<file path="src/psu_pkg.sv">
// shared constants, codes and types of the png scanline unfilter
package psu_pkg;

   localparam int DEF_MAX_WIDTH = 1024;
   localparam int DEF_BPP       = 3;
   localparam int BYTE_W        = 8;
   localparam int WIDTH_W       = 11;
   localparam int CHAN_W        = 2;
   localparam int OUT_DEPTH     = 3;
   localparam int OUT_PTR_W     = 2;
   localparam int OUT_CNT_W     = 2;

   // filter codes of a row, bad marks a type above paeth
   typedef enum logic [2:0] {
      FILT_NONE  = 3'd0,
      FILT_SUB   = 3'd1,
      FILT_UP    = 3'd2,
      FILT_AVG   = 3'd3,
      FILT_PAETH = 3'd4,
      FILT_BAD   = 3'd5
   } psu_filt_type;

   // per sample control handed from row control to reconstruction
   typedef struct packed {
      logic [BYTE_W-1:0] data;
      psu_filt_type      filter;
      logic              first_row;
      logic              first_pixel;
      logic              last;
   } psu_item_type;

   typedef struct packed {
      logic [BYTE_W-1:0] pixel_byte;
      logic [CHAN_W-1:0] channel;
      logic              row_last;
      logic              bad_filter;
   } psu_rsp_type;

endpackage

</file>
<file path="src/psu_row_ctrl.sv">
// row position tracking: filter byte capture, byte column and channel counters
module psu_row_ctrl import psu_pkg::*; #(
   parameter int MAX_WIDTH = DEF_MAX_WIDTH,
   parameter int BPP       = DEF_BPP,
   localparam int LINE_BYTES = MAX_WIDTH * BPP,
   localparam int COL_W = (LINE_BYTES > 1) ? $clog2(LINE_BYTES) : 1,
   localparam int CH_W  = (BPP > 1) ? $clog2(BPP) : 1
) (
   input  logic               clock,
   input  logic               reset,
   input  logic               accept_i,
   input  logic [BYTE_W-1:0]  data_byte_i,
   input  logic               image_start_i,
   input  logic [WIDTH_W-1:0] image_width_i,
   output logic               issue_o,
   output logic [COL_W-1:0]   col_o,
   output logic [CH_W-1:0]    ch_o,
   output psu_item_type       item_o
);

   localparam int LEN_W = $clog2(LINE_BYTES + 1);

   logic [COL_W-1:0] col_ff, col_in;
   logic [CH_W-1:0]  ch_ff, ch_in;
   psu_filt_type     filter_ff, filter_in;
   logic             awaiting_ff, awaiting_in;
   logic             first_row_ff, first_row_in;

   logic             awaiting_now;
   logic [31:0]      width_wide;
   logic [LEN_W-1:0] width_eff;
   logic [LEN_W-1:0] row_len;
   logic [LEN_W-1:0] col_next;
   logic             last;

   // width clamped to 1..MAX_WIDTH
   always_comb begin
      width_wide = 32'(image_width_i);
      if (width_wide == 32'd0) begin
         width_eff = LEN_W'(1);
      end else if (width_wide > 32'(MAX_WIDTH)) begin
         width_eff = LEN_W'(MAX_WIDTH);
      end else begin
         width_eff = LEN_W'(width_wide);
      end
   end

   assign row_len      = LEN_W'(width_eff * LEN_W'(BPP));
   assign col_next     = LEN_W'(col_ff) + LEN_W'(1);
   assign last         = (col_next >= row_len);
   assign awaiting_now = awaiting_ff | image_start_i;
   assign issue_o      = accept_i & ~awaiting_now;
   assign col_o        = col_ff;
   assign ch_o         = ch_ff;

   always_comb begin
      item_o.data        = data_byte_i;
      item_o.filter      = filter_ff;
      item_o.first_row   = first_row_ff;
      item_o.first_pixel = (LEN_W'(col_ff) < LEN_W'(BPP));
      item_o.last        = last;
   end

   always_comb begin
      col_in       = col_ff;
      ch_in        = ch_ff;
      filter_in    = filter_ff;
      awaiting_in  = awaiting_ff;
      first_row_in = first_row_ff;
      if (accept_i) begin
         if (awaiting_now) begin
            // filter byte of a row
            if (data_byte_i > BYTE_W'(FILT_PAETH)) begin
               filter_in = FILT_BAD;
            end else begin
               filter_in = psu_filt_type'(data_byte_i[2:0]);
            end
            col_in      = '0;
            ch_in       = '0;
            awaiting_in = 1'b0;
            if (image_start_i) begin
               first_row_in = 1'b1;
            end
         end else if (last) begin
            col_in       = '0;
            ch_in        = '0;
            awaiting_in  = 1'b1;
            first_row_in = 1'b0;
         end else begin
            col_in = COL_W'(col_next);
            ch_in  = (ch_ff == CH_W'(BPP - 1)) ? '0 : ch_ff + CH_W'(1);
         end
      end
   end

   always_ff @(posedge clock) begin
      if (reset) begin
         col_ff       <= '0;
         ch_ff        <= '0;
         filter_ff    <= FILT_NONE;
         awaiting_ff  <= 1'b1;
         first_row_ff <= 1'b1;
      end else begin
         col_ff       <= col_in;
         ch_ff        <= ch_in;
         filter_ff    <= filter_in;
         awaiting_ff  <= awaiting_in;
         first_row_ff <= first_row_in;
      end
   end

   a_last_rearms: assert property (@(posedge clock) disable iff (reset)
      (issue_o && last) |=> (awaiting_ff && col_ff == '0))
      else $error("row end did not rearm filter byte capture");

endmodule

</file>
<file path="config.mk">
export PLATFORM = sky130hd
export DESIGN_NAME = psu_row_ctrl
export DESIGN_NICKNAME = d
export VERILOG_FILES = /design/src/psu_pkg.sv /design/src/psu_row_ctrl.sv
export SDC_FILE = /design/constraint.sdc
export NUM_CORES = 1
export LEC_CHECK = 0
export ABC_AREA = 1
export BUFFER_PORTS_ARGS = -buffer_cell sky130_fd_sc_hd__buf_2
export CAP_MARGIN = 15
export CORE_ASPECT_RATIO = 2
export CORE_UTILIZATION = 40
export DETAILED_ROUTE_END_ITERATION = 16
export PLACE_DENSITY = 0.61
export SLEW_MARGIN = 20
export SYNTH_ARGS = -nofsm -noshare
export SYNTH_HDL_FRONTEND = slang
export SYNTH_SLANG_ARGS = --single-unit
</file>
<file path="constraint.sdc">
create_clock -name clock -period 2.7 [get_ports clock]
set_input_delay 0.135 -clock clock [delete_from_list [all_inputs] [get_ports clock]]
set_output_delay 0.135 -clock clock [all_outputs]
set_load 0.02 [all_outputs]
</file>
==> impl_results.md <==
* Status: complete, but fails checks
* Violated checks: negative setup slack
* Avg Vias per Cell at 5.220
* Total gr overflow at 0
* Final hold vios at 0
* WHS Path Cells at 3
* CP bufs+invs at 4
* Most frequent CP cell: nor2_4
* CTS Root Cell: clkbuf_8
* CP cell instances: buf_6 -> nor2_4 -> nand3_4 -> nor2_4 -> nor2_4 -> buf_6 -> nor2_4 -> ha_4 -> inv_4 -> o21bai_2 -> a21boi_2 -> nand2_1 -> nand2_1 -> nand2_2 -> ha_4 -> a21oi_1 -> o21ai_1 -> a21o_1 -> a31oi_4 -> nand2_2 -> buf_6
* Leak Pwr at 1.634 nW
* CP Capture Type: primary output
* ANT cells at 0
* Cells after synthesis at 330
* Initial core utilization at 0.4215
* FMAX at 340.3 MHz
* Delay-heaviest family, CP: simple AND/OR/NAND/NOR gates
* Gpl congestion at 0.9026
* Area contributors post-synth: dfxtp_1 18%, nand2_1 14%, ha_1 11%
* Core area at 4910 um^2
* Post-synth EDFFs at 0
* R2r setup slk at -0.02 ns
* DRT Pass-1 Iters at 5
* Setup TNS at -2.188 ns
* Crit path launch type: input pin
* Crit path largest cell delay at 0.23 ns
* Post-synth top cells: 77 x nand2_1, 43 x inv_1, 29 x a21oi_1
* Maximum fanout along the worst path at 4
* DRC at 0
* Worst reg2reg startpoint: col_o[1]$_SDFFE_PP0P_
* Max Cap Viol at 0
* Fin. max-slew vios at 0
* Post-route ant nets at 0
* Die width at 52.86 um
* Critical path type: in -> out
* Slew HR at 0.7024
* Setup skew after layout at 0.002206 ns
* Clk sinks at 19
* Setup violations, final at 17
* Synthesis-to-layout area growth at 58.71%
* Hold WC Path Type: in -> reg
* Most frequent cell after synthesis: nand2_1
* Hold Crit Start: accept_i
* Minimum clock period at 2.939 ns
* Net Count, Synth at 371
* Final nets at 476
* Total Power at 846.6 uW
* Yosys reg bits at 19
* Worst R2R End: col_o[5]$_SDFFE_PP0P_
* CP required at 2.57 ns
* Synth Cell Area at 2069 um^2
* Max rail drop VDD at 224.5 uV
* Initial antenna violation count at 0
* Share of cells above drive strength 1 at 0.4608
* PortBufs at 51
* Die Ht at 103.7 um
* Syn_area_per_cell at 6.271 um^2
* YS warnings at 0
* Cell taking the most area after synthesis: dfxtp_1
* WHS Endpoint: first_row_ff$_SDFFE_PP1P_
* Top Ports at 52
* Worst-margin pin slew at 0.4423 ns
* Max H-tree Level at 1
* Total number of vias at 2,563
* Gr usage total at 0.2418
* Synth Flop Type: dfxtp_1
* Final WL at 6540 um
* Reg clk slew, reported paths at 0.07 ns
* Crit path arrival time at 2.80 ns
* # fillers at 475
* CP max stage cell: ha_4
* Post-DP HPWL at 4811 um
* Cell Rows at 36
* Async SR Flop Fraction at 0
* Period utilisation layout at 1.088
* Reg2Reg Depth at 15
* Largest net degree at the start of global routing at 20
* CTS tree: done
* Num CTS Buffers at 3
* First-pass GRT wire length at 10,230 um
* Setup WS post-layout at -0.2386 ns
* PD cells at 257.8 nW/um^2
* Synth top area share at 0.1838
* Register area share after synthesis at 0.1838
* Post-CTS Hold Fix Bufs at 0
* Clock latency on the worst-skew pair at 0.26 ns
* Vias in the first global route at 2,497
* Clock tree buffer depth at 2
* Die area at 5483 um^2
* Initial DRC Count at 42
* Synth cell types at 38
* WL/cell at 13.32 um
* RSZ-0062 raised after global routing: true
* DP Worst Slack at -0.5926 ns
## cell usage in the layout, fill, tap and decap left out, types with 7 or more instances in the layout
cell type / n
buf_2: 44
nand2_1: 63
buf_6: 10
a21oi_2: 8
xor2_1: 10
nor2_4: 12
ha_1: 11
nand4_1: 17
dfxtp_1: 19
nand3_1: 16
ha_4: 7
nand2_2: 18
buf_4: 60
inv_1: 38
nor3_1: 7
a21oi_1: 20
nor2_1: 10
## sequential cells by signal (all words and copies together) (netlist names)
name / count
awaiting_ff: 1
ch_o: 2
filter_ff: 3
first_row_ff: 1
col_o: 12
## worst max-delay path by stage
stage,start,endpoint,cells after the start
floorplan,image_width_i[3],col_o[1]$_SDFFE_PP0P_,22
global placement,image_width_i[8],item_o[0],23
detailed placement,image_width_i[8],col_o[5]$_SDFFE_PP0P_,20
CTS,image_width_i[4],item_o[0],21
global route,image_width_i[3],item_o[0],24
finish,image_width_i[3],item_o[0],21
## worst min-delay path, stage by stage
cell and delay [ns]:
buf_2 0.09, a21oi_1 0.06, nand2_1 0.05
## layer usage
metal	part of all wire	routed length (um)	global-route usage	up-vias
li1	-	-	-	1291
met1	0.33	2180	0.2075	1193
met2	0.60	3947	0.4919	62
met3	0.022	143	0.01322	17
met4	0.041	268	0.1278	0
met5	0	0	0	-
## report_power, final
part,total (mW),switching [mW],internal [mW]
Sequential,0.289,0.00316,0.286
Clock,0.202,0.0995,0.103
Combinational,0.355,0.189,0.166
## cells by family (layout without fill, tap and decap cells)
kind of cell	after synthesis	count (layout)	share of synthesized area
buffers and inverters	66	170	0.1403
XOR/XNOR	12	12	0.05079
AO/OA/AOI/OAI	49	49	0.1421
flip-flops	19	19	0.1838
adder cells (fa/ha/maj)	18	18	0.1088
AND/OR/NAND/NOR	166	166	0.3742
## metrics by stage
| step | util | cell area (um^2) | hold slack, ns | std cells |
|---|---|---|---|---|
| after global routing | 0.6690 | 3284 | 0.1176 | 491 |
| after global placement | 0.5545 | 2723 | 0.3640 | 471 |
| after detailed placement | 0.5545 | 2723 | 0.3739 | 471 |
| after floorplan | - | 2100 | 0.2552 | 330 |
| after CTS | 0.6180 | 3034 | 0.1006 | 487 |
| final | 0.6690 | 3284 | 0.1029 | 491 |
## what timing repair did
item	in CTS	in global routing
endpoints found under the setup margin	17	17
pin swaps	24	17
buffers inserted	12	5
resized for setup	45	44
## final cells by class
| type | instances | area, um^2 | share of cell area |
|---|---|---|---|
| well taps | 57 | 71.32 | 0.02171 |
| repair buffers | 119 | 878.3 | 0.2674 |
| inverters | 47 | 181.4 | 0.05524 |
| clock inverters | 1 | 5.005 | 0.001524 |
| multi-input cells | 245 | 1727 | 0.5257 |
| clock buffers | 3 | 41.29 | 0.01257 |
| flip-flops and latches | 19 | 380.4 | 0.1158 |
No activity file was read; power rests on OpenSTA's default activity.
