$ cat src/psu_pkg.sv
// shared constants, codes and types of the png scanline unfilter
package psu_pkg;

   localparam int DEF_MAX_WIDTH = 1024;
   localparam int DEF_BPP       = 3;
   localparam int BYTE_W        = 8;
   localparam int WIDTH_W       = 11;
   localparam int CHAN_W        = 2;
   localparam int OUT_DEPTH     = 3;
   localparam int OUT_PTR_W     = 2;
   localparam int OUT_CNT_W     = 2;

   // filter codes of a row, bad marks a type above paeth
   typedef enum logic [2:0] {
      FILT_NONE  = 3'd0,
      FILT_SUB   = 3'd1,
      FILT_UP    = 3'd2,
      FILT_AVG   = 3'd3,
      FILT_PAETH = 3'd4,
      FILT_BAD   = 3'd5
   } psu_filt_type;

   // per sample control handed from row control to reconstruction
   typedef struct packed {
      logic [BYTE_W-1:0] data;
      psu_filt_type      filter;
      logic              first_row;
      logic              first_pixel;
      logic              last;
   } psu_item_type;

   typedef struct packed {
      logic [BYTE_W-1:0] pixel_byte;
      logic [CHAN_W-1:0] channel;
      logic              row_last;
      logic              bad_filter;
   } psu_rsp_type;

endpackage

$ cat src/psu_if.sv


interface psu_rsp_if;
   import psu_pkg::*;
   logic              valid;
   logic              ready;
   logic [BYTE_W-1:0] pixel_byte;
   logic [CHAN_W-1:0] channel;
   logic              row_last;
   logic              bad_filter;
   modport source (output valid, pixel_byte, channel, row_last, bad_filter, input ready);
   modport sink (input valid, pixel_byte, channel, row_last, bad_filter, output ready);
endinterface


$ cat src/psu_out_fifo.sv
// three entry response queue between reconstruction and the response channel
module psu_out_fifo import psu_pkg::*; (
   input  logic                 clock,
   input  logic                 reset,
   input  logic                 push_i,
   input  psu_rsp_type          data_i,
   output logic [OUT_CNT_W-1:0] count_o,
   psu_rsp_if.source            rsp
);

   psu_rsp_type          entry_ff [OUT_DEPTH];
   logic [OUT_PTR_W-1:0] wr_ptr_ff, wr_ptr_in;
   logic [OUT_PTR_W-1:0] rd_ptr_ff, rd_ptr_in;
   logic [OUT_CNT_W-1:0] count_ff, count_in;
   logic                 pop;
   psu_rsp_type          head;

   function automatic logic [OUT_PTR_W-1:0] wrap_inc(input logic [OUT_PTR_W-1:0] ptr);
      return (ptr == OUT_PTR_W'(OUT_DEPTH - 1)) ? '0 : ptr + OUT_PTR_W'(1);
   endfunction

   assign head           = entry_ff[rd_ptr_ff];
   assign rsp.valid      = (count_ff != '0);
   assign rsp.pixel_byte = head.pixel_byte;
   assign rsp.channel    = head.channel;
   assign rsp.row_last   = head.row_last;
   assign rsp.bad_filter = head.bad_filter;
   assign pop            = rsp.valid & rsp.ready;
   assign count_o        = count_ff;

   always_comb begin
      wr_ptr_in = push_i ? wrap_inc(wr_ptr_ff) : wr_ptr_ff;
      rd_ptr_in = pop ? wrap_inc(rd_ptr_ff) : rd_ptr_ff;
      count_in  = count_ff;
      if (push_i && !pop) begin
         count_in = count_ff + OUT_CNT_W'(1);
      end else if (pop && !push_i) begin
         count_in = count_ff - OUT_CNT_W'(1);
      end
   end

   always_ff @(posedge clock) begin
      if (reset) begin
         wr_ptr_ff <= '0;
         rd_ptr_ff <= '0;
         count_ff  <= '0;
      end else begin
         wr_ptr_ff <= wr_ptr_in;
         rd_ptr_ff <= rd_ptr_in;
         count_ff  <= count_in;
      end
   end

   always_ff @(posedge clock) begin
      if (push_i) begin
         entry_ff[wr_ptr_ff] <= data_i;
      end
   end

   a_no_overflow: assert property (@(posedge clock) disable iff (reset)
      push_i |-> (count_ff != OUT_CNT_W'(OUT_DEPTH) || pop))
      else $error("response queue overflow");

endmodule

$ cat src/flat_wrapper.sv
// flat-port wrapper written by rule: the top's interface ports become plain ports
module psu_out_fifo_flat import psu_pkg::*;
  (clock, reset, push_i, data_i, count_o, rsp_valid, rsp_pixel_byte, rsp_channel, rsp_row_last, rsp_bad_filter, rsp_ready);
  psu_rsp_if rsp_i ();
  input  logic clock;
  input  logic reset;
  input  logic push_i;
  input  psu_rsp_type data_i;
  output logic [OUT_CNT_W-1:0] count_o;
  output wire logic [$bits(rsp_i.valid)-1:0] rsp_valid;
  output wire logic [$bits(rsp_i.pixel_byte)-1:0] rsp_pixel_byte;
  output wire logic [$bits(rsp_i.channel)-1:0] rsp_channel;
  output wire logic [$bits(rsp_i.row_last)-1:0] rsp_row_last;
  output wire logic [$bits(rsp_i.bad_filter)-1:0] rsp_bad_filter;
  input wire logic [$bits(rsp_i.ready)-1:0] rsp_ready;
  assign rsp_valid = rsp_i.valid;
  assign rsp_pixel_byte = rsp_i.pixel_byte;
  assign rsp_channel = rsp_i.channel;
  assign rsp_row_last = rsp_i.row_last;
  assign rsp_bad_filter = rsp_i.bad_filter;
  assign rsp_i.ready = rsp_ready;
  psu_out_fifo u_core (.clock(clock), .reset(reset), .push_i(push_i), .data_i(data_i), .count_o(count_o), .rsp(rsp_i));
endmodule
$ cat config.mk
export PLATFORM = sky130hd
export DESIGN_NAME = psu_out_fifo_flat
export DESIGN_NICKNAME = d
export VERILOG_FILES = /design/src/psu_pkg.sv /design/src/psu_if.sv /design/src/psu_out_fifo.sv /design/src/flat_wrapper.sv
export SDC_FILE = /design/constraint.sdc
export NUM_CORES = 1
export LEC_CHECK = 0
export ABC_CLOCK_PERIOD_IN_PS = 3050
export BUFFER_PORTS_ARGS = -buffer_cell sky130_fd_sc_hd__buf_2
export CAP_MARGIN = 20
export CORE_UTILIZATION = 60
export CTS_BUF_LIST = sky130_fd_sc_hd__clkbuf_4 sky130_fd_sc_hd__clkbuf_8
export CTS_CLUSTER_DIAMETER = 30
export CTS_CLUSTER_SIZE = 10
export DETAILED_ROUTE_END_ITERATION = 8
export PLACE_DENSITY = 0.85
export SYNTH_ARGS = -nofsm -noshare
export SYNTH_HDL_FRONTEND = slang
export SYNTH_SLANG_ARGS = --single-unit
$ cat constraint.sdc
create_clock -name clock -period 3.05 [get_ports clock]
set_input_delay 0 -clock clock [delete_from_list [all_inputs] [get_ports clock]]
set_output_delay 0 -clock clock [all_outputs]
set_load 0.05 [all_outputs]
==> out/summary.txt <==
postcts setup bufs: 0
Fin. Hold Viols: 0
Worst R2R Start: u_core.count_o[0]
GR Layer Usage met3: 10.7%
diode count: 0
Post-Syn Instances: 107
Final Max Tran Viols: 0
final antenna-violating net count: 0
EDFF count, synth: 36
initial antenna violation count: 0
total grt overflow: 0
Slew @ Worst Pin: 0.986 ns
total CTS buffers: 5
P_sw: 587 uW
Combinational Power Share: 30.8%
Port Buffers: 30
IO Pins: 31
Max Clock Skew: 0.0134 ns
CTS Buffer Depth: 2
Area growth, synth to finish: 25.2%
most frequent cells after synthesis: edfxtp_1 (36), nand2_1 (15), o21ai_0 (13)
crit path max fanout: 12
min Tclk post-route: 1.83 ns
Final #Nets: 173
Area contributors post-synth: edfxtp_1 (66%), dfxtp_1 (9.8%), mux2i_1 (7.4%)
Vias/cell: 5.40
Root Buffer: clkbuf_4
final std cell area, no fill: 0.00204 mm^2
worst reg-to-reg path cell count: 4
worst hold path cell count: 4
routability congestion estimate: 0.671
Initial Utilization: 64.7%
met1 Use GR: 22.7%
crit path kind: flop to primary output
Remaining DRCs: 0
initial drt markers: 23
R2R Setup Slk: 1.38 ns
relative slew slack: 34.0%
Sink Count: 44
worst r2r dst: u_core.rd_ptr_ff[1]
syn_area_per_cell: 15.3 um^2
hold path start: rsp_ready
P_int: 1040 uW
area post-placement: 0.00181 mm^2
largest net degree at the start of global routing: 25
Synth cell types: 21
sequential share of the synthesized area: 76.0%
per-cell routed wire length: 14.9 um
CP Capture Type: primary output
Primary FF master, synth: edfxtp_1
die area: 0.00293 mm^2
standby leakage power: 0.000748 uW
utilization after layout: 81.1%
TritonRoute pass-1 iters: 4
vias in the first global route: 948
placed insts: 164
Clk pwr share: 22.2%
Mapped Area: 0.00163 mm^2
CTS tree: done
total core area: 0.00252 mm^2
Seq cells post-synth: 44
Synth async-reset ratio: 0%
first-pass GRT wire length: 4080 um
Hold Path Sink: u_core.rd_ptr_ff[0]
Max Freq: 0.546 GHz
setup_tns: 0 ns
maxcap violations: 0
H-tree Lvls: 2
die span in y: 54.2 um
layout cells sized above 1: 28.0%
Hold Path Class: input pin to flop
CP required: 3.05 ns
post-route insts no fill: 187
CP Data Arrival Time: 1.83 ns
sequential power share: 47.0%
FILL cells: 149
gr usage total: 22.0%
area leader, netlist: edfxtp_1
clk slew on worst S/H paths: 0.12 ns
status: complete, no violations
Chip Width: 54.2 um
GR Layer Usage met2: 36.2%
Skew-Pair Late Insertion Delay: 0.35 ns
pwr/cell area: 796 mW/mm^2
switching share of power: 36.0%
DRT Wirelength: 2780 um
number of vias in the routed layout: 1010
Row Count: 18
gr busiest metal: met2
VDD IR max: 780 uV
RSZ-0062 raised after global routing: false
period utilisation layout: 60.0%
hpwl dp: 1760 um
synthesized net count: 124
area share of the largest cell type after synthesis: 66.2%
Worst setup SP type: flop
Final setup violation count: 0
count leader, synth: edfxtp_1
Syn. warnings: 0
==> routing by layer <==
metal	vias up	routed length, um	part of all wire [%]
li1	495	-	-
met2	28	1500	54
met5	-	0	0
met3	6	132	4.7
met4	0	63	2.3
met1	481	1090	39
==> placed cells by master, fill, tap and decap left out <==
master	Yosys	final
a21oi_1	3	3
or3b_1	1	1
or3_1	2	2
mux2i_1	12	12
o21ai_2	1	1
buf_2	0	30
ha_1	1	1
o21ba_2	1	1
inv_1	1	1
nor2b_1	1	1
edfxtp_1	36	36
nand2_1	15	15
nor3_2	0	1
nor2_1	3	3
dlygate4sd3_1	0	14
clkbuf_4	0	7
and3b_1	1	1
dfxtp_1	8	8
buf_6	0	1
o21ai_0	13	13
bufinv_16	0	1
xor2_1	2	2
a21oi_2	1	1
or2_2	1	1
==> how the worst max path moves through the flow <==
stage | from | to | cells past startpoint
finish | flop | rsp_channel[0] | 3
global route | flop | rsp_pixel_byte[6] | 3
CTS | flop | rsp_pixel_byte[6] | 3
detailed placement | u_core.wr_ptr_ff[0] | u_core.entry_ff[0][0] | 1
global placement | u_core.wr_ptr_ff[1] | u_core.entry_ff[2][1] | 2
floorplan | flop | rsp_bad_filter | 3
==> through the flow <==
step                hold slack (ns)  setup slack (ns)  power, uW
global placement              0.202              1.53       1250
floorplan                    0.0670              1.31       1150
detailed placement            0.205              1.45       1260
finish                      0.00115              1.22       1630
CTS                         0.00129              1.22       1630
global route                 0.0179              1.06       1700
==> logic make-up after synthesis <==
logic type / synth area share, %
XOR/XNOR: 1.07
adder cells (fa/ha/maj): 0.766
multiplexers: 7.36
AO/OA/AOI/OAI: 6.59
flip-flops: 76.0
AND/OR/NAND/NOR: 7.05
buffers and inverters: 1.15
==> flip-flops by register name, summed over array words and instances (netlist names), named ones only <==
name / cells
u_core.entry_ff: 36
u_core.count_o: 2
u_core.rd_ptr_ff: 2
u_core.wr_ptr_ff: 2
==> what timing repair did <==
item	CTS	global route
gates resized for setup	0	0
endpoints found under the hold margin	43	0
hold buffers	14	0
==> area by class of cell <==
cell class / count / area, um^2 / area share, %
flip-flops and latches: 44 / 1240 / 60.7
inverters: 1 / 3.75 / 0.184
clock inverters: 1 / 30.0 / 1.47
clock buffers: 7 / 52.6 / 2.57
multi-input cells: 59 / 378 / 18.5
well taps: 30 / 37.5 / 1.84
repair buffers: 45 / 302 / 14.7
==> power by group through the flow <==
| stage | Clock, uW | Sequential [uW] | Combinational, uW |
|---|---|---|---|
| final | 362 | 765 | 501 |
| after global routing | 395 | 773 | 532 |
| after CTS | 364 | 765 | 501 |
| after detailed placement | 0 | 778 | 486 |
| after global placement | 0 | 772 | 474 |
| after floorplan | 0 | 787 | 365 |
==> worst max-delay path, stage by stage, from the launching register on <==
cell and delay [ns]:
dfxtp_1 0.81, mux2i_1 0.21, o21ai_0 0.18, buf_2 0.29
Power figures use the tool's default switching activity.
