==> src/psu_pkg.sv <==
// shared constants, codes and types of the png scanline unfilter
package psu_pkg;

   localparam int DEF_MAX_WIDTH = 1024;
   localparam int DEF_BPP       = 3;
   localparam int BYTE_W        = 8;
   localparam int WIDTH_W       = 11;
   localparam int CHAN_W        = 2;
   localparam int OUT_DEPTH     = 3;
   localparam int OUT_PTR_W     = 2;
   localparam int OUT_CNT_W     = 2;

   // filter codes of a row, bad marks a type above paeth
   typedef enum logic [2:0] {
      FILT_NONE  = 3'd0,
      FILT_SUB   = 3'd1,
      FILT_UP    = 3'd2,
      FILT_AVG   = 3'd3,
      FILT_PAETH = 3'd4,
      FILT_BAD   = 3'd5
   } psu_filt_type;

   // per sample control handed from row control to reconstruction
   typedef struct packed {
      logic [BYTE_W-1:0] data;
      psu_filt_type      filter;
      logic              first_row;
      logic              first_pixel;
      logic              last;
   } psu_item_type;

   typedef struct packed {
      logic [BYTE_W-1:0] pixel_byte;
      logic [CHAN_W-1:0] channel;
      logic              row_last;
      logic              bad_filter;
   } psu_rsp_type;

endpackage

==> src/psu_recon.sv <==
// reconstruction stage: predictor, left and upper-left registers, write back
module psu_recon import psu_pkg::*; #(
   parameter int MAX_WIDTH = DEF_MAX_WIDTH,
   parameter int BPP       = DEF_BPP,
   localparam int LINE_BYTES = MAX_WIDTH * BPP,
   localparam int COL_W = (LINE_BYTES > 1) ? $clog2(LINE_BYTES) : 1,
   localparam int CH_W  = (BPP > 1) ? $clog2(BPP) : 1
) (
   input  logic              clock,
   input  logic              reset,
   input  logic              issue_i,
   input  logic [COL_W-1:0]  col_i,
   input  logic [CH_W-1:0]   ch_i,
   input  psu_item_type      item_i,
   input  logic [BYTE_W-1:0] upper_i,
   output logic              busy_o,
   output logic              wr_en_o,
   output logic [COL_W-1:0]  wr_addr_o,
   output logic [BYTE_W-1:0] wr_data_o,
   output logic              push_o,
   output psu_rsp_type       rsp_o
);

   logic              valid_ff;
   psu_item_type      item_ff;
   logic [COL_W-1:0]  col_ff;
   logic [CH_W-1:0]   ch_ff;
   logic [BYTE_W-1:0] left_ff [BPP];
   logic [BYTE_W-1:0] upleft_ff [BPP];

   logic [BYTE_W-1:0] a, b, c, pred, val;
   logic [BYTE_W:0]   avg_sum;
   logic signed [10:0] sa, sb, sc, p, pa, pb, pc;

   always_comb begin
      b = item_ff.first_row ? '0 : upper_i;
      a = item_ff.first_pixel ? '0 : left_ff[ch_ff];
      c = (item_ff.first_pixel || item_ff.first_row) ? '0 : upleft_ff[ch_ff];
   end

   // paeth distances
   always_comb begin
      sa = $signed({3'b000, a});
      sb = $signed({3'b000, b});
      sc = $signed({3'b000, c});
      p  = sa + sb - sc;
      pa = p - sa;
      pb = p - sb;
      pc = p - sc;
      if (pa < 0) begin
         pa = -pa;
      end
      if (pb < 0) begin
         pb = -pb;
      end
      if (pc < 0) begin
         pc = -pc;
      end
   end

   assign avg_sum = {1'b0, a} + {1'b0, b};

   always_comb begin
      unique case (item_ff.filter)
         FILT_SUB:   pred = a;
         FILT_UP:    pred = b;
         FILT_AVG:   pred = avg_sum[BYTE_W:1];
         FILT_PAETH: begin
            if (pa <= pb && pa <= pc) begin
               pred = a;
            end else if (pb <= pc) begin
               pred = b;
            end else begin
               pred = c;
            end
         end
         default:    pred = '0;
      endcase
   end

   assign val = item_ff.data + pred;

   assign busy_o    = valid_ff;
   assign wr_en_o   = valid_ff;
   assign wr_addr_o = col_ff;
   assign wr_data_o = val;
   assign push_o    = valid_ff;

   always_comb begin
      rsp_o.pixel_byte = val;
      rsp_o.channel    = CHAN_W'(ch_ff);
      rsp_o.row_last   = item_ff.last;
      rsp_o.bad_filter = (item_ff.filter == FILT_BAD);
   end

   always_ff @(posedge clock) begin
      if (reset) begin
         valid_ff <= 1'b0;
      end else begin
         valid_ff <= issue_i;
      end
   end

   always_ff @(posedge clock) begin
      if (issue_i) begin
         item_ff <= item_i;
         col_ff  <= col_i;
         ch_ff   <= ch_i;
      end
   end

   always_ff @(posedge clock) begin
      if (reset) begin
         for (int i = 0; i < BPP; i++) begin
            left_ff[i]   <= '0;
            upleft_ff[i] <= '0;
         end
      end else if (valid_ff) begin
         left_ff[ch_ff]   <= val;
         upleft_ff[ch_ff] <= b;
      end
   end

endmodule

==> config.mk <==
export PLATFORM = sky130hd
export DESIGN_NAME = psu_recon
export DESIGN_NICKNAME = d
export VERILOG_FILES = /design/src/psu_pkg.sv /design/src/psu_recon.sv
export SDC_FILE = /design/constraint.sdc
export NUM_CORES = 1
export LEC_CHECK = 0
export BUFFER_PORTS_ARGS = -buffer_cell sky130_fd_sc_hd__buf_2
export CAP_MARGIN = 20
export CORE_MARGIN = 5
export CORE_UTILIZATION = 31
export CTS_CLUSTER_DIAMETER = 120
export DETAILED_ROUTE_END_ITERATION = 16
export PLACE_DENSITY = 0.54
export SLEW_MARGIN = 15
export SYNTH_ARGS = -nofsm -noshare
export SYNTH_HDL_FRONTEND = slang
export SYNTH_SLANG_ARGS = --single-unit
==> constraint.sdc <==
create_clock -name clock -period 12.33 [get_ports clock]
set_clock_uncertainty 0.2 [all_clocks]
set_input_delay 0.6165 -clock clock [delete_from_list [all_inputs] [get_ports clock]]
set_output_delay 0.6165 -clock clock [all_outputs]
set_load 0.005 [all_outputs]
==> out/summary.txt <==
======================================================================================================
Required time reported for the critical path endpoint                                         11.51 ns
Wire length of the first global-routing pass                                                  34.07 mm
Ys flop type                                                                              sky130_fd_sc_hd__edfxtp_1
Critical path startpoint category                                                                 flop
Diode insertion count for antenna repair                                                             0
Global placer's final weighted congestion                                                       0.9038
DR DRC count                                                                                         0
Part of the Yosys area used for sequential elements                                             35.71%
Top post-synthesis cells by area                                                          sky130_fd_sc_hd__edfxtp_1 (35%), sky130_fd_sc_hd__ha_1 (13%), sky130_fd_sc_hd__nor2_1 (5.3%)
Max Clk Rate                                                                                 89.42 MHz
Largest fanout on the critical path                                                                 18
Clock transition at the register clock pins on the worst setup and hold paths after CTS        0.07 ns
Root buffer selected by CTS                                                               sky130_fd_sc_hd__clkbuf_16
Layout net count                                                                                   989
Post-Syn Nets                                                                                      931
Initial drt markers                                                                                447
Gr ovfl total                                                                                        0
Post-route fraction of the period consumed by the critical path                                 90.70%
Worst-skew pair later-pin latency                                                              0.35 ns
Cell with the most instances after synthesis                                              sky130_fd_sc_hd__nor2_1
Die Y-Extent                                                                                  169.7 um
Area of the multi-input gates                                                                 4730 um2
Area growth from synthesis to layout                                                            11.84%
Hold Path End                                                                             wr_addr_o[0]$_DFFE_PP_
Sequential cell area                                                                          2823 um2
Synth Register Bits                                                                                 95
Worst stage delay on the critical path                                                         0.86 ns
Setup-failing EPs final                                                                              0
Effective utilization at floorplan                                                              31.39%
Number of failing hold endpoints at the final stage                                                  0
Number of search-and-repair iterations in the first detailed-routing pass                            5
Transition time at the pin with the least slew margin                                         1.068 ns
Buffer levels on the longest clock path                                                              2
Number of nets still failing antenna checks after routing                                            0
Largest net degree at the start of global routing                                                   32
Number of resized instances in the post-cts repair step                                              0
Hold Path Cell Cnt                                                                                   1
Type of element capturing the critical path                                                output port
Library cell appearing most often on the critical path                                    sky130_fd_sc_hd__a21oi_1
DR vias                                                                                          6,176
Count of H-tree levels built during CTS                                                              3
Worst Min Path Start                                                                          col_i[0]
Count of synthesis-stage warnings from yosys                                                         0
Max-slew violation count                                                                             0
Count of mapped cells out of synthesis                                                             800
Number of enable-type register cells in the synthesized netlist                                     92
Async set-or-reset flop fraction in the synthesized netlist                                         0%
Average wire per standard cell                                                                18.27 um
Slack of the worst reg-to-reg path                                                             2.01 ns
GRT Overall Usage                                                                               15.16%
Minimum clock period                                                                          11.18 ns
# hold bufs at CTS                                                                                   0
CTS tree                                                                                         built
Number of filler instances in the final layout                                                   2,561
Start-to-end type of the worst setup path                                                      reg2out
Max-cap check violation count                                                                        0
Core ar.                                                                                    25,180 um2
Number of vias per cell                                                                          5.177
Total standard cell area after synthesis                                                      7905 um2
Number of antenna violations at the first check in global routing                                    0
Worst max-slew margin expressed relative to the limit                                           28.81%
Top-area cell type share of the netlist area                                                    34.95%
Worst min-delay path class                                                                      in2reg
TritonCTS sink count                                                                                95
Critical path arrival                                                                         10.37 ns
Post-detailed-routing wire length                                                             21.80 mm
Total of buffers placed on input and output ports                                                   73
Top-level I/O count                                                                                 74
Most common library cells after synthesis                                                 sky130_fd_sc_hd__nor2_1 (112), sky130_fd_sc_hd__edfxtp_1 (92), sky130_fd_sc_hd__ha_1 (79)
Num CTS Buffers                                                                                      9
Die X                                                                                         169.7 um
Synth area leader                                                                         sky130_fd_sc_hd__edfxtp_1
R2R cell count                                                                                      37
Post-Syn Area per Cell                                                                       9.881 um2
Slowest cell on the critical path                                                         sky130_fd_sc_hd__dfxtp_1
Total Die Area                                                                              28,790 um2
Row count                                                                                           58
Setup TNS                                                                                         0 ns
Vias in the first global route                                                                   6,138
Buffers inserted by post-CTS timing repair                                                           0
Worst R2R End                                                                             left_ff[1][7]$_SDFFCE_PN0P_
Run status                                                                                finished clean
Setup repair after global routing missed its margin                                              false
Count of cell types in the netlist                                                                  70
Post-detailed-placement half-perimeter wirelength                                             17.35 mm
Layout cells sized above 1                                                                      14.25%
======================================================================================================
-- sequential cells by signal, summed over array words and instances (netlist names), named ones only --
register,flops
busy_o,1
ch_ff,2
item_ff,13
left_ff,32
rsp_o,1
upleft_ff,32
wr_addr_o,12
-- worst max-delay path by stage --
stage	to	slack (ns)	cells after the start
2_1_floorplan	wr_data_o[7]	3.27	39
3_3_place_gp	wr_data_o[7]	1.76	38
3_5_place_dp	rsp_o[11]	1.59	38
4_1_cts	rsp_o[11]	1.16	38
5_1_grt	rsp_o[11]	0.36	38
6_report	rsp_o[11]	1.15	38
-- cell usage in the layout, fill, tap and decap left out, types with 22 or more instances in the layout --
master | synthesis | final
sky130_fd_sc_hd__a21oi_1 | 43 | 43
sky130_fd_sc_hd__buf_2 | 3 | 73
sky130_fd_sc_hd__edfxtp_1 | 92 | 92
sky130_fd_sc_hd__ha_1 | 79 | 79
sky130_fd_sc_hd__inv_1 | 48 | 48
sky130_fd_sc_hd__nand2_1 | 39 | 39
sky130_fd_sc_hd__nand2b_1 | 23 | 23
sky130_fd_sc_hd__nor2_1 | 112 | 112
sky130_fd_sc_hd__nor2b_1 | 22 | 22
sky130_fd_sc_hd__o21ai_0 | 32 | 32
sky130_fd_sc_hd__xnor2_1 | 32 | 32
sky130_fd_sc_hd__xor2_1 | 25 | 25
-- layer usage --
metal,global-route usage [%],routed length (um),up-vias
met5,0,0,-
met4,4.235,471,0
met3,2.190,999,28
met2,25.84,10500,183
met1,20.12,9826,2922
li1,-,-,3043
-- critical path: cells and delay by family (launching register included) --
family | cells | cell delay [ns]
DFF | 1 | 0.86
muxes | 1 | 0.28
buffers and inverters | 6 | 0.83
AOI/OAI and AO/OA | 17 | 3.76
xor gates and xnor gates | 2 | 0.53
and+or+nand+nor | 7 | 1.63
adders and majority gates | 5 | 2.12
-- cell type report --
class,instances,share of cell area [%]
sequential,95,31.93
inverter,49,2.080
clock buffer,9,2.547
timing repair buffer,78,4.557
clock inverter,7,0.7218
multi-input combinational,625,53.50
tap,330,4.670
-- per-stage QoR --
stage                     instances  worst slack, ns  utilization [%]  hold slack, ns  instance area [um2]
after floorplan                 800            3.269                -          0.3803                 7905
after global placement         1177            1.762            33.96          0.3975                 8552
after detailed placement       1177            1.594            33.96          0.4033                 8552
after CTS                      1193            1.162            35.11          0.2272                 8841
after global routing           1193           0.3622            35.11          0.2237                 8841
final                          1193            1.147            35.11          0.2356                 8841
-- kinds of logic (layout without fill, tap and decap cells) --
kind of cell | after synthesis | count (layout) | share of synthesized area (%)
AOI/OAI and AO/OA | 177 | 177 | 15.13
and+or+nand+nor | 268 | 268 | 16.33
adders and majority gates | 92 | 92 | 15.80
muxes | 29 | 29 | 6.157
buffers and inverters | 80 | 143 | 4.463
other | 2 | 2 | 0.09500
DFF | 95 | 95 | 35.71
xor gates and xnor gates | 57 | 57 | 6.315
Power is not shown: default switching activity piles up to over one toggle a cycle in this logic, so the estimate is an artifact.
